File: src/owi_fifo.sv
// small queue between the front and the back part
module owi_fifo #(
  parameter int unsigned DEPTH = 4,
  parameter int unsigned WIDTH = 8
) (
  input  logic                           clk_i,
  input  logic                           rst_ni,
  input  logic                           push_i,
  input  logic [WIDTH-1:0]               data_i,
  input  logic                           pop_i,
  output logic                           valid_o,
  output logic [WIDTH-1:0]               data_o,
  output logic [$clog2(DEPTH+1)-1:0]     level_o
);
  localparam int unsigned PW = $clog2(DEPTH);
  localparam int unsigned LW = $clog2(DEPTH + 1);

  logic [WIDTH-1:0] slot_q [DEPTH];
  logic [PW-1:0]    wr_ptr_q, wr_ptr_d, rd_ptr_q, rd_ptr_d;
  logic [LW-1:0]    level_q, level_d;

  always_comb begin
    wr_ptr_d = wr_ptr_q;
    rd_ptr_d = rd_ptr_q;
    level_d  = level_q;
    if (push_i) begin
      wr_ptr_d = (wr_ptr_q == PW'(DEPTH - 1)) ? '0 : wr_ptr_q + 1'b1;
    end
    if (pop_i) begin
      rd_ptr_d = (rd_ptr_q == PW'(DEPTH - 1)) ? '0 : rd_ptr_q + 1'b1;
    end
    if (push_i && !pop_i) begin
      level_d = level_q + 1'b1;
    end else if (!push_i && pop_i) begin
      level_d = level_q - 1'b1;
    end
  end

  always_ff @(posedge clk_i or negedge rst_ni) begin
    if (!rst_ni) begin
      wr_ptr_q <= '0;
      rd_ptr_q <= '0;
      level_q  <= '0;
    end else begin
      wr_ptr_q <= wr_ptr_d;
      rd_ptr_q <= rd_ptr_d;
      level_q  <= level_d;
    end
  end

  always_ff @(posedge clk_i) begin
    if (push_i) begin
      slot_q[wr_ptr_q] <= data_i;
    end
  end

  assign valid_o = (level_q != '0);
  assign data_o  = slot_q[rd_ptr_q];
  assign level_o = level_q;

  a_no_overflow : assert property (@(posedge clk_i) disable iff (!rst_ni)
    !(push_i && !pop_i && level_q == LW'(DEPTH)))
    else $error("queue overflow");

  a_no_underflow : assert property (@(posedge clk_i) disable iff (!rst_ni)
    !(pop_i && level_q == '0))
    else $error("queue underflow");

endmodule

File: config.mk
export PLATFORM = sky130hd
export DESIGN_NAME = owi_fifo
export DESIGN_NICKNAME = d
export VERILOG_FILES = /design/src/owi_fifo.sv
export SDC_FILE = /design/constraint.sdc
export NUM_CORES = 1
export LEC_CHECK = 0
export ABC_AREA = 1
export BUFFER_PORTS_ARGS = -buffer_cell sky130_fd_sc_hd__buf_4
export CAP_MARGIN = 20
export CORE_ASPECT_RATIO = 1.4
export CORE_UTILIZATION = 40
export CTS_BUF_LIST = sky130_fd_sc_hd__clkbuf_16
export DETAILED_ROUTE_END_ITERATION = 6
export PLACE_DENSITY = 0.67
export SLEW_MARGIN = 25
export SYNTH_ARGS = -nofsm -noshare
export SYNTH_HDL_FRONTEND = slang
export SYNTH_SLANG_ARGS = --single-unit
File: constraint.sdc
create_clock -name clk_i -period 1.3 [get_ports clk_i]
set_input_delay 0.13 -clock clk_i [delete_from_list [all_inputs] [get_ports clk_i]]
set_output_delay 0.13 -clock clk_i [all_outputs]
set_load 0.01 [all_outputs]
==> impl_metrics.json <==
{
  "synth_top_area_share_pct": 56.5,
  "grt_usage_pct": 16.5,
  "first_global_vias": 1190,
  "path_max_fanout": 16,
  "wl_per_cell_um": 14.7,
  "nets": 202,
  "rows": 27,
  "grt_max_degree": 17,
  "fp.dieH_um": 79.1,
  "worst_slack_ps": -167,
  "path_class": "flip-flop to primary output",
  "synth_largest_area_cell": "edfxtp_1",
  "ys_types": 16,
  "fin_worst_skew_ps": 3.92,
  "dr.first_iter.drc_count": 24,
  "synth_area_mm2": 0.00170,
  "grt.overflow.total": 0,
  "synth_warnings": 0,
  "violations": "design-rule violations, negative setup slack",
  "routed_wl_um": 3350,
  "synth-seq-area-share_pct": 66.8,
  "dr_total_vias": 1144,
  "postSynthAreaPerCell_um2": 11.8,
  "drive_gt1_share_pct": 28.3,
  "antenna_found_initial": 0,
  "gp_congestion": 0.777,
  "area_growth_pct": 34.4,
  "hp-class": "input port to flip-flop",
  "timing.final.crit_share_pct": 113,
  "finalCriticalPeriod_ps": 1470,
  "outcome": "finished, violations left",
  "hpwl_um": 2190,
  "clk_path_buf_depth": 2,
  "power_w": 0.00510,
  "vias_per_cell": 5.04,
  "multiInputGateArea_um2": 442,
  "synth_seq_cells": 39,
  "final-setup-viol-count": 8,
  "hold_depth": 1,
  "register_area_mm2": 0.00114,
  "cts-root-buf": "clkbuf_16",
  "ir_drop_mv": 1.27,
  "ys_top_cells_by_area": "edfxtp_1 57%, dfrtp_1 10%, nand2_1 8.6%",
  "hold_violations": 0,
  "cts_buffers": 5,
  "syn-instance-count": 144,
  "cp.arrival_ps": 1340,
  "ff2ff_path_depth": 5,
  "worst-r2r-setup-slack_ps": 80,
  "die_w_um": 57.1,
  "cts_max_level": 2,
  "max_freq_mhz": 682,
  "grt_pass1_wl_um": 5380,
  "p_per_area_mw_per_mm2": 2230,
  "slew_violations": 0,
  "synth_nets": 163,
  "coreArea_mm2": 0.00399,
  "dp_cells": 214,
  "cp.required_ps": 1170,
  "cap_violations": 0,
  "tightest_slew_ps": 233,
  "fin_cells": 227,
  "rr_startpoint": "wr_ptr_q[0]$_DFFE_PN0P_",
  "clkSlewWorstSetupHoldPaths_ps": 50,
  "fin_setup_tns_ps": -1110,
  "whs_endpoint": "slot_q[3][0]$_DFFE_PP_",
  "ant_nets": 0,
  "critPathLaunchType": "flip-flop",
  "diodes": 0,
  "portBuffers": 23,
  "end_kind": "primary output",
  "num_io_pins": 24,
  "dieArea_mm2": 0.00452,
  "p_leak_nw": 1.03,
  "timing.rr.end": "slot_q[2][7]$_DFFE_PP_",
  "grt_setup_unrepaired": "true",
  "final.fill_count": 325,
  "start_util_pct": 42.7,
  "slew_headroom_pct": 84.5,
  "hold_path_startpoint": "data_i[0]",
  "clock_latency_ps": 270,
  "cts_tree": "done",
  "drc_errors": 2,
  "cts.sinks": 39,
  "drt-pass1-iter-count": 7
}
-- cells by family after synthesis --
logic type | share of synthesized area (%)
AND/OR/NAND/NOR | 9.71
flip-flops | 66.8
buffers and inverters | 8.83
AO/OA/AOI/OAI | 8.54
adder cells (fa/ha/maj) | 5.59
XOR/XNOR | 0.515
-- critical path, stage by stage, from the launching register on --
cell      delay, ps
dfrtp_1         390
inv_4            90
buf_16          160
o211ai_1        180
nand2_1         100
buf_6           130
-- how the worst max path moves through the flow --
stage,start,endpoint,cells past startpoint
3_3_place_gp,pop_i,level_o[2]$_DFFE_PN0P_,9
3_5_place_dp,pop_i,level_o[2]$_DFFE_PN0P_,9
2_1_floorplan,level_o[0]$_DFFE_PN0P_,level_o[2]$_DFFE_PN0P_,5
4_1_cts,rd_ptr_q[0]$_DFFE_PN0P_,data_o[4],5
6_report,rd_ptr_q[0]$_DFFE_PN0P_,data_o[4],5
5_1_grt,rd_ptr_q[0]$_DFFE_PN0P_,data_o[5],6
-- state kept, by name, summed over array words and instances (netlist names) --
| register | flops |
|---|---|
| level_o | 3 |
| rd_ptr_q | 2 |
| slot_q | 32 |
| wr_ptr_q | 2 |
-- cell type report --
class | instances | area share, %
sequential | 39 | 49.7
clock inverter | 3 | 0.547
timing repair buffer | 36 | 17.7
clock buffer | 5 | 5.47
multi-input combinational | 72 | 19.3
inverter | 29 | 4.87
tap | 43 | 2.35
-- metrics by stage --
stage	cell area [um^2]	hold slack (ps)	worst slack [ps]	util, %
2_1_floorplan	1700	-166	56.2	-
3_3_place_gp	2010	-53.9	43.9	50.4
3_5_place_dp	2010	-49.1	-68.2	50.4
4_1_cts	2280	45.5	-166	57.3
5_1_grt	2290	49.7	-250	57.3
6_report	2290	48.6	-167	57.3
-- power breakdown --
part	internal, W	leakage [nW]	switching [W]
sequential	0.00166	0.378	0.000168
clock	0.000691	0.0724	0.000424
combinational	0.00110	0.578	0.00106
total	0.00345	1.03	0.00165
-- cells in the mapped netlist --
master and count:
nand2_1 39, edfxtp_1 32, inv_1 27, o211ai_1 16, dfrtp_1 7, ha_1 6
o21ai_0 4, buf_6 3, inv_2 2, nor2_1 2, a21oi_1 1, buf_4 1
fa_1 1, nand3_1 1, nand4_1 1, xnor2_1 1
-- layout by cell type (no fill, tap or decap) --
cell	n
nand2_4	1
clkinv_2	1
buf_16	2
inv_2	1
buf_6	8
nand2_2	7
clkbuf_16	5
clkinv_1	1
nand3_1	1
o211ai_1	16
dlygate4sd3_1	1
a21oi_1	1
xnor2_1	1
ha_1	6
inv_1	28
buf_12	5
edfxtp_1	32
inv_4	1
buf_4	20
nand4_1	1
dfrtp_1	7
nor2_1	2
fa_2	1
nand2_1	31
o21ai_0	4
-- metal layers --
metal / wire, um / track usage [%]
met4: 80 / 10.0
met2: 1920 / 31.2
met1: 1210 / 15.1
met5: 0 / 0
met3: 140 / 4.89
-- timing repair --
item / CTS / global route
endpoints found under the hold margin: 7 / 0
pin swaps: 3 / 0
setup buffers: 2 / 0
hold buffers: 1 / 0
cloned: 2 / 0
setup endpoints to repair: 8 / 9
gates resized for setup: 20 / 1
(Power assumes the default switching activity.)
