$ cat src/owi_pkg.sv
// shared types and constants of the occupancy wall inflation block
package owi_pkg;

  localparam int unsigned CFG_DW = 11;
  localparam int unsigned CFG_IW = 2;
  localparam int unsigned RADIUS_W = 4;

  localparam int unsigned GRID_WIDTH_RST = 1024;
  localparam int unsigned GRID_HEIGHT_RST = 1024;
  localparam int unsigned INFLATE_RADIUS_RST = 4;

  localparam logic signed [7:0] CELL_WALL = 8'sd100;
  localparam logic signed [7:0] CELL_FREE = 8'sd0;
  localparam logic signed [7:0] CELL_UNKNOWN = -8'sd1;
  localparam logic signed [7:0] CELL_INFLATED = -8'sd56;

  typedef enum logic [CFG_IW-1:0] {
    REG_GRID_WIDTH     = 2'd0,
    REG_GRID_HEIGHT    = 2'd1,
    REG_INFLATE_RADIUS = 2'd2
  } cfg_reg_e;

  typedef struct packed {
    logic              emit;
    logic              last;
    logic              vbit;
    logic signed [7:0] occ;
  } owi_item_t;

endpackage

$ cat src/owi_back.sv
// back part: horizontal window over the column wall bits and the output register
module owi_back #(
  parameter int unsigned MAX_WIDTH  = 1024,
  parameter int unsigned MAX_RADIUS = 8
) (
  input  logic                             clk_i,
  input  logic                             rst_ni,
  input  logic                             q_valid_i,
  output logic                             q_pop_o,
  input  owi_pkg::owi_item_t               item_i,
  input  logic [$clog2(MAX_WIDTH)-1:0]     col_i,
  input  logic [$clog2(MAX_WIDTH+1)-1:0]   geo_w_i,
  input  logic [$clog2(MAX_RADIUS+1)-1:0]  geo_r_i,
  input  logic [$clog2(MAX_RADIUS+1)-1:0]  geo_m_i,
  output logic                             out_valid_o,
  input  logic                             out_ready_i,
  output logic signed [7:0]                out_cell_o,
  output logic                             out_last_o
);
  import owi_pkg::*;

  localparam int unsigned CW = $clog2(MAX_WIDTH);
  localparam int unsigned RW = $clog2(MAX_RADIUS + 1);
  localparam int unsigned NT = 2 * MAX_RADIUS + 1;
  localparam int unsigned XW = CW + 7;

  logic [NT-1:0]     win_q, win_new;
  logic [RW:0]       span;
  logic              hit;
  logic signed [XW-1:0] off;
  logic              out_valid_q;
  logic signed [7:0] out_cell_q, cell_res;
  logic              out_last_q;

  assign q_pop_o = q_valid_i && (!out_valid_q || out_ready_i);
  assign win_new = {win_q[NT-2:0], item_i.vbit};
  assign span    = (RW+1)'(geo_m_i) + (RW+1)'(geo_r_i);

  // tap j holds the column bit of output column + m - j
  always_comb begin
    hit = 1'b0;
    off = '0;
    for (int j = 0; j < NT; j++) begin
      off = $signed(XW'(col_i)) + $signed(XW'(geo_m_i)) - $signed(XW'(j));
      if ((int'(span) >= j) && (off >= 0) && (off < $signed(XW'(geo_w_i))) && win_new[j]) begin
        hit = 1'b1;
      end
    end
  end

  assign cell_res = (((item_i.occ == CELL_FREE) || (item_i.occ == CELL_UNKNOWN)) &&
                     (geo_r_i != '0) && hit) ? CELL_INFLATED : item_i.occ;

  always_ff @(posedge clk_i or negedge rst_ni) begin
    if (!rst_ni) begin
      win_q       <= '0;
      out_valid_q <= 1'b0;
    end else begin
      if (q_pop_o) begin
        win_q <= win_new;
      end
      if (q_pop_o && item_i.emit) begin
        out_valid_q <= 1'b1;
      end else if (out_ready_i) begin
        out_valid_q <= 1'b0;
      end
    end
  end

  always_ff @(posedge clk_i) begin
    if (q_pop_o && item_i.emit) begin
      out_cell_q <= cell_res;
      out_last_q <= item_i.last;
    end
  end

  assign out_valid_o = out_valid_q;
  assign out_cell_o  = out_cell_q;
  assign out_last_o  = out_last_q;

  a_window_holds : assert property (@(posedge clk_i) disable iff (!rst_ni)
    (out_valid_q && !out_ready_i) |=> $stable(win_q))
    else $error("window moved while output stalled");

endmodule

$ cat config.mk
export PLATFORM = sky130hd
export DESIGN_NAME = owi_back
export DESIGN_NICKNAME = d
export VERILOG_FILES = /design/src/owi_pkg.sv /design/src/owi_back.sv
export SDC_FILE = /design/constraint.sdc
export NUM_CORES = 1
export LEC_CHECK = 0
export ABC_AREA = 0
export BUFFER_PORTS_ARGS = -buffer_cell sky130_fd_sc_hd__buf_2
export CORE_ASPECT_RATIO = 1.25
export CORE_MARGIN = 10
export CORE_UTILIZATION = 35
export DETAILED_ROUTE_END_ITERATION = 12
export PLACE_DENSITY = 0.49
export SLEW_MARGIN = 20
export SYNTH_ARGS = -nofsm -noshare
export SYNTH_HDL_FRONTEND = slang
export SYNTH_SLANG_ARGS = --single-unit
$ cat constraint.sdc
create_clock -name clk_i -period 6.57 [get_ports clk_i]
set_input_delay 0.3285 -clock clk_i [delete_from_list [all_inputs] [get_ports clk_i]]
set_output_delay 0.3285 -clock clk_i [all_outputs]
set_load 0.01 [all_outputs]
==> metrics.md <==
| Metric | Value |
|---|---|
| Async S/R FF share, synth | between 60 and 70% |
| Inst Count DP | 1,209 |
| Global Route Usage Sum | 20.2% |
| DRC Markers | 0 |
| Final cycle utilization of the critical path | 85.8% |
| Clock transition at path regs | 0.06 ns |
| Vias per cell | 5.65 |
| Ys Warns | 0 |
| TNS Setup | 0 ns |
| Setup ws final | 0.931 ns |
| Worst-case clock buffer depth | 2 |
| Setup crit end kind | flip-flop |
| M1 wire length | 11.7 mm |
| Final Instance Area | 0.00788 mm^2 |
| Status | finished, final reports clean |
| Synth Flop Type | dfrtp_1 |
| Met3 routed WL | 1.42 mm |
| CP required | 6.58 ns |
| WS Path Type | in -> reg |
| Buffers on Ports | 54 |
| Final hold violation count | 0 |
| RSZ-0062 raised after global routing | no |
| GP Congestion | between 0.9 and 1 |
| Layout area overhead | 12.5% |
| Via count | approximately 6.9k |
| Met2 wire len | 12.9 mm |
| Vias in the first global route | 6,854 |
| DRT antenna net count | 0 |
| Slew @ Worst Pin | 1.12 ns |
| Die width | about 150 um |
| DR iter-0 viols | 448 |
| Commonest non-fill, non-tap cell in the layout | ha_1 |
| Leak | 3.64 nW |
| Post-DP HPWL | 21.8 mm |
| CTS tree | done |
| Post-Syn Instances | 881 |
| Fin Clk Skew | 0.00535 ns |
| Startpoint types | input port |
| Pwr per Cell Area | slightly below 200 mW/mm^2 |
| Clock root cell | clkbuf_16 |
| DR WL/cell | 22.3 um |
| Largest net degree at the start of global routing | 20 |
| Top Layer Used | met4 |
| GRT Residual Overflow | 0 |
| Final wirelength | 27.1 mm |
| # nets final | ~1.2k |
| Io pins | 55 |
| Worst vdd ir | 115 uV |
| FF+latch count, synth | 26 |
| Place WS | 0.677 ns |
| Floorplan row count | 57 |
| Min cycle time layout | 5.64 ns |
| Seq/Total Area, Yosys | 9.93% |
| Final setup fails | 0 |
| Slew HR | 24.6% |
| Arrival @ worst endpoint | 5.65 ns |
| Initial Util | 35.9% |
| Commonest non-fill, non-tap cells in the layout | ha_1 (168), xnor2_1 (100), nand2_1 (80) |
| Share of post-route cells with drive strength above 1 | 12.3% |
| Mapped Area | 0.00701 mm^2 |
| Post-CTS setup buffer count | 0 |
| Max-slew violations | 0 |
| Die H | around 180 um |
| TritonCTS buffer count | 3 |
| Fmax | between 0.15 and 0.2 GHz |
| First-pass GRT wire length | a little over 40 mm |
| Core Area | just under 0.02 mm^2 |
| Post-synth cell types | 64 |
| MaxCap Viol Count | 0 |
| Die ar. | 0.0261 mm^2 |
| Dpl cell area | 0.00778 mm^2 |
| Hold Crit Class | in -> reg |
| Post-Route Utilization | 40.3% |
| CTS sink count | 26 |
| CP max FO | 8 |
| H-tree levels | 1 |
| Pre-antenna DRT Iters | 5 |
| Latest clock arrival within the worst-skew pair | 0.26 ns |
| Initial antenna violation count | 0 |
| Number of synthesized flops with an enable pin | 9 |
| Synthesized Nets | about 1.1k |
| Post-Layout Cell Count | 1,215 |
| Syn avg cell area | around 8.0 um^2 |
==> worst max-delay path, cell delays in order <==
cell       delay [ns]
buf_2            0.11
ha_1             0.33
and3_1           0.19
a22oi_2          0.41
mux2i_1          0.55
and2_0           0.47
nor2_1           0.15
nand2_1          0.26
buf_4            0.18
nor2_1           0.05
xnor2_1          0.15
ha_1             0.32
nand3_1          0.07
o21ai_0          0.25
a2111oi_0        0.23
a2111oi_0        0.56
nand4_1          0.15
or4_1            0.66
a21o_1           0.23
==> power breakdown <==
part | leakage [nW] | switching, W | internal, W | total (W)
logic | 3.30 | 0.000691 | 0.000447 | 0.00114
clock network | 0.0442 | 0.0000515 | 0.0000931 | 0.000145
registers | 0.303 | 0.0000320 | 0.000202 | 0.000234
total | 3.64 | 0.000775 | 0.000742 | 0.00152
==> timing repair <==
action                                 4_1_cts  5_1_grt
hold buffers                                 1        0
resized for setup                            0        0
endpoints found under the hold margin       14        0
==> worst paths after layout <==
check                             from             to  slack (ns)  cells after the start
max reg2reg                   win_q[7]  out_cell_o[7]        3.72                      9
min in group asynchronous       rst_ni       win_q[4]        0.53                      2
min reg2reg                out_valid_o    out_valid_o        0.51                      2
max in group asynchronous       rst_ni      win_q[14]        5.76                      2
min                          item_i[9]     out_last_o        0.25                      1
max                         geo_m_i[2]  out_cell_o[7]        0.93                     19
==> sequential cells by signal, indices dropped and copies added, names as in the netlist <==
| register | flops |
|---|---|
| win_q | 16 |
| out_cell_o | 8 |
| out_last_o | 1 |
| out_valid_o | 1 |
==> layout make-up <==
class	instances	area, um^2
fillers	2091	11700
multi-input cells	780	6060
flip-flops and latches	26	696
repair buffers	85	505
well taps	265	332
inverters	54	203
clock buffers	4	88.8
diodes	1	2.50
==> kinds of logic (layout without fill, tap and decap cells) <==
group	count (synthesis)	after routing	share of synthesized area [%]
buffers and inverters	75	143	4.09
DFF	26	26	9.93
muxes	12	12	1.87
other	0	1	0
xor gates and xnor gates	125	125	15.6
adders and majority gates	170	170	30.6
and+or+nand+nor	254	254	17.2
AOI/OAI and AO/OA	219	219	20.7
==> metal layers <==
layer	vias up	global-route usage [%]
met2	245	35.7
met5	-	0
li1	3332	-
met1	3214	24.7
met3	70	2.31
met4	0	7.81
==> cells in the mapped netlist (13+ instances only) <==
library cell,number,area share [%]
ha_1,168,30
xnor2_1,102,13
nand2_1,80,4.3
nor2_1,68,3.6
o21ai_0,53,3.8
a21oi_1,51,3.6
inv_1,47,2.5
a21o_1,26,2.8
nand3_1,24,1.7
xor2_1,23,2.9
dfrtp_1,17,6.1
nand2b_1,14,1.2
clkbuf_1,13,0.70
o211ai_1,13,1.4
==> through the flow <==
| step | hold WS (ns) | total power, W |
|---|---|---|
| 2_1_floorplan | 0.0329 | 0.000984 |
| 3_3_place_gp | 0.273 | 0.00137 |
| 3_5_place_dp | 0.275 | 0.00136 |
| 4_1_cts | 0.250 | 0.00151 |
| 5_1_grt | 0.246 | 0.00167 |
| 6_report | 0.249 | 0.00152 |
Note: power is estimated with default switching activity, not from simulation.
